==> config.mk <==
export PLATFORM = sky130hd
export DESIGN_NAME = three_level_priority_task_scheduler_core
export DESIGN_NICKNAME = d
export VERILOG_FILES = /design/src/tpsch_pkg.sv /design/src/tpsch_ram.sv /design/src/tpsch_fifo.sv /design/src/three_level_priority_task_scheduler_core.sv
export SDC_FILE = /design/constraint.sdc
export NUM_CORES = 1
export LEC_CHECK = 0
export BUFFER_PORTS_ARGS = -buffer_cell sky130_fd_sc_hd__buf_2
export CAP_MARGIN = 10
export CORE_UTILIZATION = 50
export CTS_CLUSTER_SIZE = 10
export DETAILED_ROUTE_END_ITERATION = 12
export GPL_ROUTABILITY_DRIVEN = 0
export PLACE_DENSITY = 0.7
export SLEW_MARGIN = 20
export SYNTH_ARGS = -nofsm -noshare
export SYNTH_HDL_FRONTEND = slang
export SYNTH_SLANG_ARGS = --single-unit
==> constraint.sdc <==
create_clock -name clk -period 8.88 [get_ports clk]
set_input_delay 0.888 -clock clk [delete_from_list [all_inputs] [get_ports clk]]
set_output_delay 0.888 -clock clk [all_outputs]
set_load 0.05 [all_outputs]
==> src/tpsch_pkg.sv <==
`default_nettype none
package tpsch_pkg;

	localparam logic [1:0] CMD_CREATE  = 2'd0;
	localparam logic [1:0] CMD_ENQUEUE = 2'd1;
	localparam logic [1:0] CMD_SWITCH  = 2'd2;

	localparam logic [1:0] LVL_APP     = 2'd0;
	localparam logic [1:0] LVL_GRAPHIC = 2'd1;
	localparam logic [1:0] LVL_DRIVER  = 2'd2;

	localparam logic [2:0] ST_OK       = 3'd0;
	localparam logic [2:0] ST_RESERVED = 3'd1;
	localparam logic [2:0] ST_UNKNOWN  = 3'd2;
	localparam logic [2:0] ST_FULL     = 3'd3;
	localparam logic [2:0] ST_DISABLED = 3'd4;

	localparam logic [7:0] FIRST_ID = 8'd3;

	localparam logic [1:0] WALK_ENQ = 2'd0;
	localparam logic [1:0] WALK_REQ = 2'd1;
	localparam logic [1:0] WALK_POP = 2'd2;

	typedef struct packed {
		logic push;
		logic pop;
	} fifo_ctl_t;

	typedef struct packed {
		logic empty;
		logic full;
	} fifo_sts_t;

endpackage
`default_nettype wire

==> src/tpsch_ram.sv <==
`default_nettype none
module tpsch_ram #(
	parameter int WIDTH = 8,
	parameter int DEPTH = 16
) (
	input  wire logic                     clk,
	input  wire logic                     we,
	input  wire logic [$clog2(DEPTH)-1:0] waddr,
	input  wire logic [WIDTH-1:0]         wdata,
	input  wire logic [$clog2(DEPTH)-1:0] raddr,
	output      logic [WIDTH-1:0]         rdata
);

	logic [WIDTH-1:0] mem_q [DEPTH];

	always_ff @(posedge clk) begin
		if (we) begin
			mem_q[waddr] <= wdata;
		end
		rdata <= mem_q[raddr];
	end

endmodule
`default_nettype wire

==> src/tpsch_fifo.sv <==
`default_nettype none
module tpsch_fifo #(
	parameter int DEPTH = 16
) (
	input  wire logic                 clk,
	input  wire logic                 arst_n,
	input  wire tpsch_pkg::fifo_ctl_t ctl,
	input  wire logic [7:0]           push_data,
	output      logic [7:0]           head_data,
	output      tpsch_pkg::fifo_sts_t sts
);

	localparam int AW = $clog2(DEPTH);
	localparam int CW = $clog2(DEPTH + 1);
	localparam logic [AW:0] DEPTH_W = (AW + 1)'(DEPTH);
	localparam logic [CW-1:0] DEPTH_C = CW'(DEPTH);
	localparam logic [AW-1:0] LAST = AW'(DEPTH - 1);

	logic [AW-1:0] head_q;
	logic [CW-1:0] count_q;
	logic [AW:0]   tail_sum;
	logic [AW-1:0] tail;
	logic          do_push;

	assign tail_sum = {1'b0, head_q} + (AW + 1)'(count_q);
	assign tail = (tail_sum >= DEPTH_W) ? AW'(tail_sum - DEPTH_W) : tail_sum[AW-1:0];
	assign sts.empty = (count_q == '0);
	assign sts.full = (count_q == DEPTH_C);
	assign do_push = ctl.push && !sts.full;

	always_ff @(posedge clk or negedge arst_n) begin
		if (!arst_n) begin
			head_q <= '0;
			count_q <= '0;
		end else if (do_push) begin
			count_q <= count_q + CW'(1);
		end else if (ctl.pop && !sts.empty) begin
			head_q <= (head_q == LAST) ? '0 : head_q + AW'(1);
			count_q <= count_q - CW'(1);
		end
	end

	tpsch_ram #(.WIDTH(8), .DEPTH(DEPTH)) u_ram (
		.clk   (clk),
		.we    (do_push),
		.waddr (tail),
		.wdata (push_data),
		.raddr (head_q),
		.rdata (head_data)
	);

endmodule
`default_nettype wire

==> src/three_level_priority_task_scheduler_core.sv <==
// Channel | Signals                                        | Direction
// input   | in_valid, in_ready, command, task_id,          | in
//         | task_level, yielding                           |
// output  | out_valid, out_ready, status, result_id        | out
// config  | cfg_we, cfg_wdata                              | in
// A create goes straight to the done state; an enqueue and a switch walk the table,
// which compares one table entry at a time through the table memory port,
// passing through the seek and compare states for each entry.
// Reset empties the queues and the table and enables switching; no clearing pass.
// A new transfer is taken only in the idle state; a result waiting in the output
// register holds the sequencer only when the next result is ready to leave.
`default_nettype none
module three_level_priority_task_scheduler_core #(
	parameter int MAX_TASKS = 16
) (
	input  wire logic        clk,
	input  wire logic        arst_n,
	input  wire logic        in_valid,
	output      logic        in_ready,
	input  wire logic [1:0]  command,
	input  wire logic [15:0] task_id,
	input  wire logic [1:0]  task_level,
	input  wire logic        yielding,
	output      logic        out_valid,
	input  wire logic        out_ready,
	output      logic [2:0]  status,
	output      logic [7:0]  result_id,
	input  wire logic        cfg_we,
	input  wire logic        cfg_wdata
);

	localparam int IW = $clog2(MAX_TASKS);
	localparam int CW = $clog2(MAX_TASKS + 1);
	localparam logic [CW-1:0] MAX_C = CW'(MAX_TASKS);

	localparam logic [2:0] S_IDLE   = 3'd0;
	localparam logic [2:0] S_SEEK   = 3'd1;
	localparam logic [2:0] S_CMP    = 3'd2;
	localparam logic [2:0] S_SELECT = 3'd3;
	localparam logic [2:0] S_POPD   = 3'd4;
	localparam logic [2:0] S_DONE   = 3'd5;

	logic [2:0]           state_q;
	logic [1:0]           purpose_q;
	logic [7:0]           key_q;
	logic [CW-1:0]        idx_q;
	logic [CW-1:0]        count_q;
	logic [7:0]           running_q;
	logic                 enable_q;
	logic [MAX_TASKS-1:0] mark_q;
	logic [1:0]           sel_q;
	logic [2:0]           pend_status_q;
	logic [7:0]           pend_id_q;
	logic                 out_valid_q;
	logic [2:0]           status_q;
	logic [7:0]           result_id_q;

	logic [9:0]           tbl_rdata;
	logic                 tbl_we;
	logic [1:0]           new_lvl;
	logic [7:0]           new_id;
	logic                 hit;
	logic [IW-1:0]        hit_idx;
	logic                 push_en;
	logic [1:0]           push_lvl;
	logic [7:0]           push_data;
	logic                 accept;

	tpsch_pkg::fifo_ctl_t fifo_ctl [3];
	tpsch_pkg::fifo_sts_t fifo_sts [3];
	logic [7:0]           fifo_head [3];

	assign in_ready = (state_q == S_IDLE);
	assign accept = in_valid && in_ready;
	assign out_valid = out_valid_q;
	assign status = status_q;
	assign result_id = result_id_q;

	assign new_lvl = (task_level == 2'd3) ? tpsch_pkg::LVL_DRIVER : task_level;
	assign new_id = 8'(count_q) + tpsch_pkg::FIRST_ID;
	assign tbl_we = accept && (command == tpsch_pkg::CMD_CREATE) && (count_q < MAX_C);
	assign hit = (state_q == S_CMP) && (tbl_rdata[9:2] == key_q);
	assign hit_idx = idx_q[IW-1:0];

	always_comb begin
		push_en = 1'b0;
		push_lvl = new_lvl;
		push_data = new_id;
		if (tbl_we) begin
			push_en = 1'b1;
		end else if (hit && (purpose_q != tpsch_pkg::WALK_POP) && !mark_q[hit_idx]) begin
			push_en = 1'b1;
			push_lvl = tbl_rdata[1:0];
			push_data = key_q;
		end
	end

	tpsch_ram #(.WIDTH(10), .DEPTH(MAX_TASKS)) u_table (
		.clk   (clk),
		.we    (tbl_we),
		.waddr (count_q[IW-1:0]),
		.wdata ({new_id, new_lvl}),
		.raddr (idx_q[IW-1:0]),
		.rdata (tbl_rdata)
	);

	for (genvar g = 0; g < 3; g++) begin : g_lane
		assign fifo_ctl[g].push = push_en && (push_lvl == 2'(g));
		assign fifo_ctl[g].pop = (state_q == S_POPD) && (sel_q == 2'(g));
		tpsch_fifo #(.DEPTH(MAX_TASKS)) u_fifo (
			.clk       (clk),
			.arst_n    (arst_n),
			.ctl       (fifo_ctl[g]),
			.push_data (push_data),
			.head_data (fifo_head[g]),
			.sts       (fifo_sts[g])
		);
	end

	always_ff @(posedge clk or negedge arst_n) begin
		if (!arst_n) begin
			state_q <= S_IDLE;
			purpose_q <= tpsch_pkg::WALK_ENQ;
			key_q <= '0;
			idx_q <= '0;
			count_q <= '0;
			running_q <= '0;
			enable_q <= 1'b1;
			mark_q <= '0;
			sel_q <= tpsch_pkg::LVL_APP;
			pend_status_q <= tpsch_pkg::ST_OK;
			pend_id_q <= '0;
			out_valid_q <= 1'b0;
			status_q <= tpsch_pkg::ST_OK;
			result_id_q <= '0;
		end else begin
			if (cfg_we) begin
				enable_q <= cfg_wdata;
			end
			if (out_valid_q && out_ready && (state_q != S_DONE)) begin
				out_valid_q <= 1'b0;
			end
			unique case (state_q)
				S_IDLE: begin
					if (accept) begin
						pend_status_q <= tpsch_pkg::ST_OK;
						pend_id_q <= '0;
						idx_q <= '0;
						state_q <= S_DONE;
						unique case (command)
							tpsch_pkg::CMD_CREATE: begin
								if (count_q < MAX_C) begin
									mark_q[count_q[IW-1:0]] <= 1'b1;
									count_q <= count_q + CW'(1);
									pend_id_q <= new_id;
								end else begin
									pend_status_q <= tpsch_pkg::ST_FULL;
								end
							end
							tpsch_pkg::CMD_ENQUEUE: begin
								if (task_id < 16'(tpsch_pkg::FIRST_ID)) begin
									pend_status_q <= tpsch_pkg::ST_RESERVED;
								end else if (task_id[15:8] != '0) begin
									pend_status_q <= tpsch_pkg::ST_UNKNOWN;
								end else begin
									key_q <= task_id[7:0];
									purpose_q <= tpsch_pkg::WALK_ENQ;
									state_q <= S_SEEK;
								end
							end
							tpsch_pkg::CMD_SWITCH: begin
								if (!enable_q) begin
									pend_status_q <= tpsch_pkg::ST_DISABLED;
									pend_id_q <= running_q;
								end else if (running_q != '0 && !yielding) begin
									key_q <= running_q;
									purpose_q <= tpsch_pkg::WALK_REQ;
									state_q <= S_SEEK;
								end else begin
									state_q <= S_SELECT;
								end
							end
							default: begin
							end
						endcase
					end
				end
				S_SEEK: begin
					if (idx_q >= count_q) begin
						priority case (purpose_q)
							tpsch_pkg::WALK_ENQ: begin
								pend_status_q <= tpsch_pkg::ST_UNKNOWN;
								state_q <= S_DONE;
							end
							tpsch_pkg::WALK_REQ: begin
								state_q <= S_SELECT;
							end
							default: begin
								running_q <= key_q;
								pend_id_q <= key_q;
								state_q <= S_DONE;
							end
						endcase
					end else begin
						state_q <= S_CMP;
					end
				end
				S_CMP: begin
					if (hit) begin
						priority case (purpose_q)
							tpsch_pkg::WALK_ENQ: begin
								mark_q[hit_idx] <= 1'b1;
								state_q <= S_DONE;
							end
							tpsch_pkg::WALK_REQ: begin
								mark_q[hit_idx] <= 1'b1;
								state_q <= S_SELECT;
							end
							default: begin
								mark_q[hit_idx] <= 1'b0;
								running_q <= key_q;
								pend_id_q <= key_q;
								state_q <= S_DONE;
							end
						endcase
					end else begin
						idx_q <= idx_q + CW'(1);
						state_q <= S_SEEK;
					end
				end
				S_SELECT: begin
					idx_q <= '0;
					purpose_q <= tpsch_pkg::WALK_POP;
					if (!fifo_sts[2].empty) begin
						sel_q <= tpsch_pkg::LVL_DRIVER;
						state_q <= S_POPD;
					end else if (!fifo_sts[1].empty) begin
						sel_q <= tpsch_pkg::LVL_GRAPHIC;
						state_q <= S_POPD;
					end else if (!fifo_sts[0].empty) begin
						sel_q <= tpsch_pkg::LVL_APP;
						state_q <= S_POPD;
					end else begin
						running_q <= '0;
						pend_id_q <= '0;
						state_q <= S_DONE;
					end
				end
				S_POPD: begin
					key_q <= fifo_head[sel_q];
					state_q <= S_SEEK;
				end
				S_DONE: begin
					if (!out_valid_q || out_ready) begin
						out_valid_q <= 1'b1;
						status_q <= pend_status_q;
						result_id_q <= pend_id_q;
						state_q <= S_IDLE;
					end
				end
				default: begin
					state_q <= S_IDLE;
				end
			endcase
		end
	end

endmodule
`default_nettype wire

Word-level counts from Yosys, hierarchy flattened --
Memory sizes are Yosys's and may differ from the RTL's. A register that Yosys moved wholly into a read port is not among the register bits. Cells that the tools add are included.
Word-level totals: RAM bits 512, register bits 110, memories kept 4, input port bits 27, output and inout bits 13
Memories:
- g_lane[0].u_fifo.u_ram.mem_q | words 16, bits a word 8, rd ports 1, clocked after Yosys merged registers in 1, wr ports 1, RTL line tpsch_ram.sv:14 | logic [WIDTH-1:0] mem_q [DEPTH];
- g_lane[1].u_fifo.u_ram.mem_q | words 16, bits a word 8, rd ports 1, clocked after Yosys merged registers in 1, wr ports 1, RTL line tpsch_ram.sv:14
- g_lane[2].u_fifo.u_ram.mem_q | words 16, bits a word 8, rd ports 1, clocked after Yosys merged registers in 1, wr ports 1, RTL line tpsch_ram.sv:14
- u_table.mem_q | words 16, bits a word 8, rd ports 1, clocked after Yosys merged registers in 1, wr ports 1, RTL line tpsch_ram.sv:14
Operators by class: bitwise logic cells 8, magnitude comparators 11, add/subtract/negate cells 18, muxes and demuxes 103, eq/ne operators 39, reductions and logical operators 68
Operator list (count):
- $mux 8 | 20
- $mux 16 | 5
- $pmux 8 s2 | 3
- $mux 5 | 8
- $mux 3 | 12
- $or 16x16->16 | 2
- $pmux 16 s2 | 1
- $pmux 8 s4 | 1
- $mux 2 | 15
- $add 5x1->5 const B | 5
- $mux 4 | 6
- $pmux 8 s3 | 1
- $logic_and 1x1->1 | 23
- $reduce_and 7->1 | 3
- $mux 1 | 19
- $ne 2x2->1 const B | 9
- $ne 3x3->1 const B | 6
- $pmux 3 s6 | 1
- $and 16x16->16 | 1
- $bmux 8 s2 | 1
- $lt 16x2->1 const B | 1
- $not 16->16 | 1
- $reduce_bool 8->1 | 2
- $add 4x5->5 | 3
- other kinds (43) | 98

Depth between registers and ports, before layout --
depth after elaboration 11, depth in mapped cells 15, depth with buffers taken out 15

Cells and area by module --
Synthesis repeated with hierarchy kept, for this count alone.
Second synthesis, totals: cells, all modules 1705, area total of the unflattened synthesis 29005.3 µm²
By module, submodules not included:
- tpsch_ram at g_lane[0].u_fifo.u_ram ... | cells each 229, times used 3, area an instance 5147.4 µm², sequential area each 4003.8 µm²
- tpsch_ram at u_table | cells each 279, times used 1, area an instance 6353.6 µm², sequential area each 5004.8 µm²
- three_level_priority_task_scheduler_core | cells each 499, times used 1, area an instance 4844.6 µm², sequential area each 1828.0 µm²
- tpsch_fifo at g_lane[0].u_fifo ... | cells each 80, times used 2, area an instance 789.5 µm², sequential area each 225.2 µm²
- tpsch_fifo at g_lane[2].u_fifo | cells each 80, times used 1, area an instance 785.8 µm², sequential area each 225.2 µm²

Worst setup path after synthesis --
OpenSTA, ideal clock, no wires.
path kind input to register, start in command[0], end reg g_lane[1].u_fifo.count_q[4], required time 8750 ps, slack 5054 ps, cell stages on the path 13, path buffers 1, library setup time 130 ps, arrival time 3696 ps, cells stage by stage inv_1 > ha_1 > nor2b_1 > nor3b_2 > and2_1 > clkbuf_1 > o21ai_0 > ha_1 > a21o_1 > a21oi_1 > or3b_2 > o311ai_0 > nor2_1
On the way: cells in the longest elaborated chain, start to end 8, elaborated cells on any way between the ends 10
Ends and longest elaborated chain:
- start: declaration | RTL line three_level_priority_task_scheduler_core.sv:20 | input wire logic [1:0] command,
- $logic_not 2->1 * | RTL line three_level_priority_task_scheduler_core.sv:81 | assign tbl_we = accept && (command == tpsch_pkg::CMD_CREATE) && (count_q < MAX_C);
- $logic_and 1x1->1 * (2 in a row) | RTL line three_level_priority_task_scheduler_core.sv:81
- $mux 2 | RTL line three_level_priority_task_scheduler_core.sv:89 | if (tbl_we) begin
- $eq 2x1->1 | RTL line three_level_priority_task_scheduler_core.sv:108 | assign fifo_ctl[g].push = push_en && (push_lvl == 2'(g));
- $logic_and 1x1->1 * | RTL line three_level_priority_task_scheduler_core.sv:108
- $logic_and 1x1->1 * | RTL line tpsch_fifo.sv:29 | assign do_push = ctl.push && !sts.full;
- $mux 5 / $reduce_bool 2->1 (equally long branches)
- end signal: assignment | RTL line tpsch_fifo.sv:36 | count_q <= count_q + CW'(1);
- end signal: assignment | RTL line tpsch_fifo.sv:39 | count_q <= count_q - CW'(1);
- end: declaration | RTL line tpsch_fifo.sv:20 | logic [CW-1:0] count_q;
Mark *: on every way between the ends. The rest lies on a longest branch, timed or not. A chain may end at the register's enable or synchronous reset.

Worst setup path after layout --
start reg state_q[2], end reg g_lane[1].u_fifo.count_q[4]
On the way: cells in the longest elaborated chain, start to end 10, elaborated cells on any way between the ends 20
Ends and longest elaborated chain:
- start: declaration | RTL line three_level_priority_task_scheduler_core.sv:43 | logic [2:0] state_q;
- start signal: assignment | RTL line three_level_priority_task_scheduler_core.sv:122 | state_q <= S_IDLE;
- start signal: assignment | RTL line three_level_priority_task_scheduler_core.sv:149 | state_q <= S_DONE;
- start signal: assignment | RTL line three_level_priority_task_scheduler_core.sv:168 | state_q <= S_SEEK;
- $eq 3x2->1 | RTL line three_level_priority_task_scheduler_core.sv:82 | assign hit = (state_q == S_CMP) && (tbl_rdata[9:2] == key_q);
- $logic_and 1x1->1 | RTL line three_level_priority_task_scheduler_core.sv:82
- $logic_and 1x1->1 (2 in a row) | RTL line three_level_priority_task_scheduler_core.sv:91 | end else if (hit && (purpose_q != tpsch_pkg::WALK_POP) && !mark_q[hit_idx]) begin
- $mux 2 | RTL line three_level_priority_task_scheduler_core.sv:91
- $mux 2 | RTL line three_level_priority_task_scheduler_core.sv:89
- $eq 2x1->1 | RTL line three_level_priority_task_scheduler_core.sv:108
- $logic_and 1x1->1 | RTL line three_level_priority_task_scheduler_core.sv:108
- $logic_and 1x1->1 | RTL line tpsch_fifo.sv:29
- $mux 5 / $reduce_bool 2->1 (equally long branches)
Several ways; a longest one is shown, not always the timed one.

==> flow_summary.ini <==
[run_status]
status = completed

[worst_setup_path]
path_class = register to register
endpoint_kind = register
required_ns = 9.38
startpoint_type = register
worstPathMaxFanout = 36
critPathArrivalTime_ns = 5.20

[pwr]
clkPwrFrac_pct = 33.1
internal_power_uw = 5910
leakagePower_uw = 0.0102
cellPowerDensity_nw_per_um2 = 277
power_frac_seq_pct = 43.3
p_switching_uw = 2600
peakVddDrop_mv = 0.153
power_frac_comb_pct = 23.6
p_sw_share_pct = 30.5

[synth]
synth.avg_cell_area_um2 = 16.3
synth_seq_cells = 644
synth_area_leaders = edfxtp_1 (56%), mux4_2 (9.6%), dfrtp_1 (9.1%)
synth_cell_types = 77
async_flop_share_pct = 15.5
synth_top_cell_by_area = edfxtp_1
netlist_area_um2 = 27200
synthTopCellsByCount = edfxtp_1 (512), mux4_2 (116), dfrtp_1 (99), nand2_1 (99), nor2_1 (98)
synth_edf_count = 512
yosysMostFrequentCell = edfxtp_1
synth_flop_cell = edfxtp_1
synthCells = 1672
yosysTopAreaCellShare_pct = 56.5
seq_area_frac_synth_pct = 68.0
ys.warnings.count = 0

[clock_network]
clock_latency_ns = 0.62
clk_pin_slew_worst_paths_ns = 0.05
clockBufferDepth = 3
cts_made_buffers = 75
hold_buffers = 0
cts_tree = built
cts_root_buf = clkbuf_16
htree_levels = 3
cts_resized = 0
post-cts-setup-buffers = 0
cts_sinks = 644

[drt]
dr.pass1.iters = 5
avgRoutedWirePerCell_um = 22.9
vias = 15299
drt_iter0_drc = 1491
drt-total-wl_um = 58800
viasPerCell = 5.96
remaining_drc_errors = 0
antenna_left = 0

[sta]
layout_min_cycle_time_ns = 4.71
skew_ns = 0.0226
rsz0062_at_grt = no
finalSetupViolCount = 0
setup-tns-final_ns = 0
finalMaxSlewViolations = 0
final.period_utilization_pct = 53.0
worst_slack_ns = 4.17
fmax_mhz = 212
worst_hold_slack_ns = 0.199
slew_headroom_pct = 27.0
hold_viol = 0
tightest_slew_ns = 1.09

[die]
initial_core_util_pct = 50.6
die_y_um = 235
die_w_um = 235
die_area_um2 = 55400
core_um2 = 53800
num_rows = 85
io_pins = 40

[global_routing]
grt_overflow_total = 0
antenna_found_initial = 0
grt_pass1_vias = 15573
grt_pass1_wl_um = 91800
grt_util_all_layers_pct = 21.7
grt_start_max_net_pins = 70

[placed_design]
io_buffer_count = 39
placed_area_um2 = 28500
pre_cts_ws_ns = 3.94
hpwl_um = 37100

[final_layout]
fin_area_um2 = 30800
syn_to_final_growth_pct = 13.0
layout-drive-gt1-share_pct = 19.1
fin_nets = 1895
fill_cells = 4040

[flow_run]
max_cap_violations = 0

[min_path]
min_path_type = input pin to async pin
-- power by group through the flow --
stage | Sequential, uW | Clock [uW] | Combinational (uW)
global route | 3710 | 2980 | 2160
global placement | 3740 | 0 | 1960
floorplan | 3690 | 0 | 1500
detailed placement | 3740 | 0 | 1990
CTS | 3680 | 2870 | 2000
finish | 3690 | 2810 | 2010
-- kinds of logic after synthesis --
group	synth area share, %
compound gates	6.48
xor+xnor	1.25
fa+ha+maj	2.23
buf+inv	1.59
flops	68.0
mux	14.5
other cells	0.0138
simple gates	5.91
-- metrics by stage --
stage | total power [uW] | utilization [%] | cells
after floorplan | 5190 | - | 1767
after global placement | 5690 | 53.0 | 2442
after detailed placement | 5730 | 53.0 | 2442
after CTS | 8550 | 57.1 | 2566
after global routing | 8860 | 57.2 | 2566
final | 8510 | 57.2 | 2567
-- flip-flops by register name, indices dropped and copies added, names as in the netlist, named ones only --
| register | flops |
|---|---|
| result_id | 8 |
| enable_q | 1 |
| g_lane.u_fifo.count_q | 15 |
| status | 3 |
| idx_q | 5 |
| g_lane.u_fifo.u_ram.mem_q | 384 |
| running_q | 8 |
| purpose_q | 2 |
| g_lane.u_fifo.head_q | 12 |
| state_q | 3 |
| out_valid | 1 |
| sel_q | 2 |
| pend_id_q | 8 |
| key_q | 8 |
| g_lane.u_fifo.u_ram.rdata | 24 |
| pend_status_q | 3 |
| u_table.mem_q | 128 |
| count_q | 5 |
| u_table.rdata | 8 |
-- critical path, cell delays in order, from the launching register on --
cell      delay, ns
dfrtp_1        0.62
or3b_2         0.86
and3b_1        0.75
nor4b_4        0.50
o21ai_0        0.27
ha_1           0.40
a21o_1         0.19
a21oi_1        0.31
or3b_2         0.48
o311ai_0       0.12
nor2_1         0.07
-- layout make-up --
type	instances	area, um2	area share [%]
clock buffer	116	2080	6.77
antenna	1	2.50	0.00813
tap	696	871	2.83
clock inverter	8	153	0.496
multi-input combinational	1016	8690	28.2
timing repair buffer	58	340	1.11
inverter	28	105	0.342
sequential	644	18500	60.2
-- layout by cell type, fill, tap and decap left out, drive strengths merged, types with 17 or more instances in the layout --
| cell | n |
|---|---|
| a31oi | 23 |
| dfxtp | 32 |
| clkbuf | 116 |
| mux2 | 58 |
| o21ai | 68 |
| nand2 | 101 |
| xnor2 | 25 |
| inv | 29 |
| nor2 | 98 |
| nand4 | 17 |
| nand3 | 26 |
| a221oi | 24 |
| a22oi | 24 |
| buf | 58 |
| nor3 | 22 |
| mux2i | 68 |
| conb | 96 |
| edfxtp | 512 |
| mux4 | 116 |
| dfrtp | 99 |
| a21oi | 60 |
| ha | 39 |
-- worst paths after layout --
| check | to | slack, ns | cells after the start | from |
|---|---|---|---|---|
| setup / recovery | g_lane[1].u_fifo.count_q[4] | 4.17 | 10 | state_q[2] |
| hold / removal | result_id[6] | 0.20 | 1 | arst_n |
| hold reg to reg | register | 0.49 | 1 | register |
| max in group asynchronous | g_lane[2].u_fifo.head_q[0] | 7.32 | 2 | arst_n |
| min in group clk | register | 0.49 | 1 | register |
| setup reg to reg | g_lane[1].u_fifo.count_q[4] | 4.17 | 10 | state_q[2] |
-- routing by layer --
| metal | track usage, % | share of wire, % | routed length (um) |
|---|---|---|---|
| met1 | 29.8 | 43 | 25000 |
| met2 | 35.5 | 49 | 29000 |
| met4 | 6.91 | 2.0 | 1160 |
| met3 | 3.90 | 6.2 | 3620 |
| met5 | 0 | 0 | 0 |
Power figures use the tool's default switching activity.
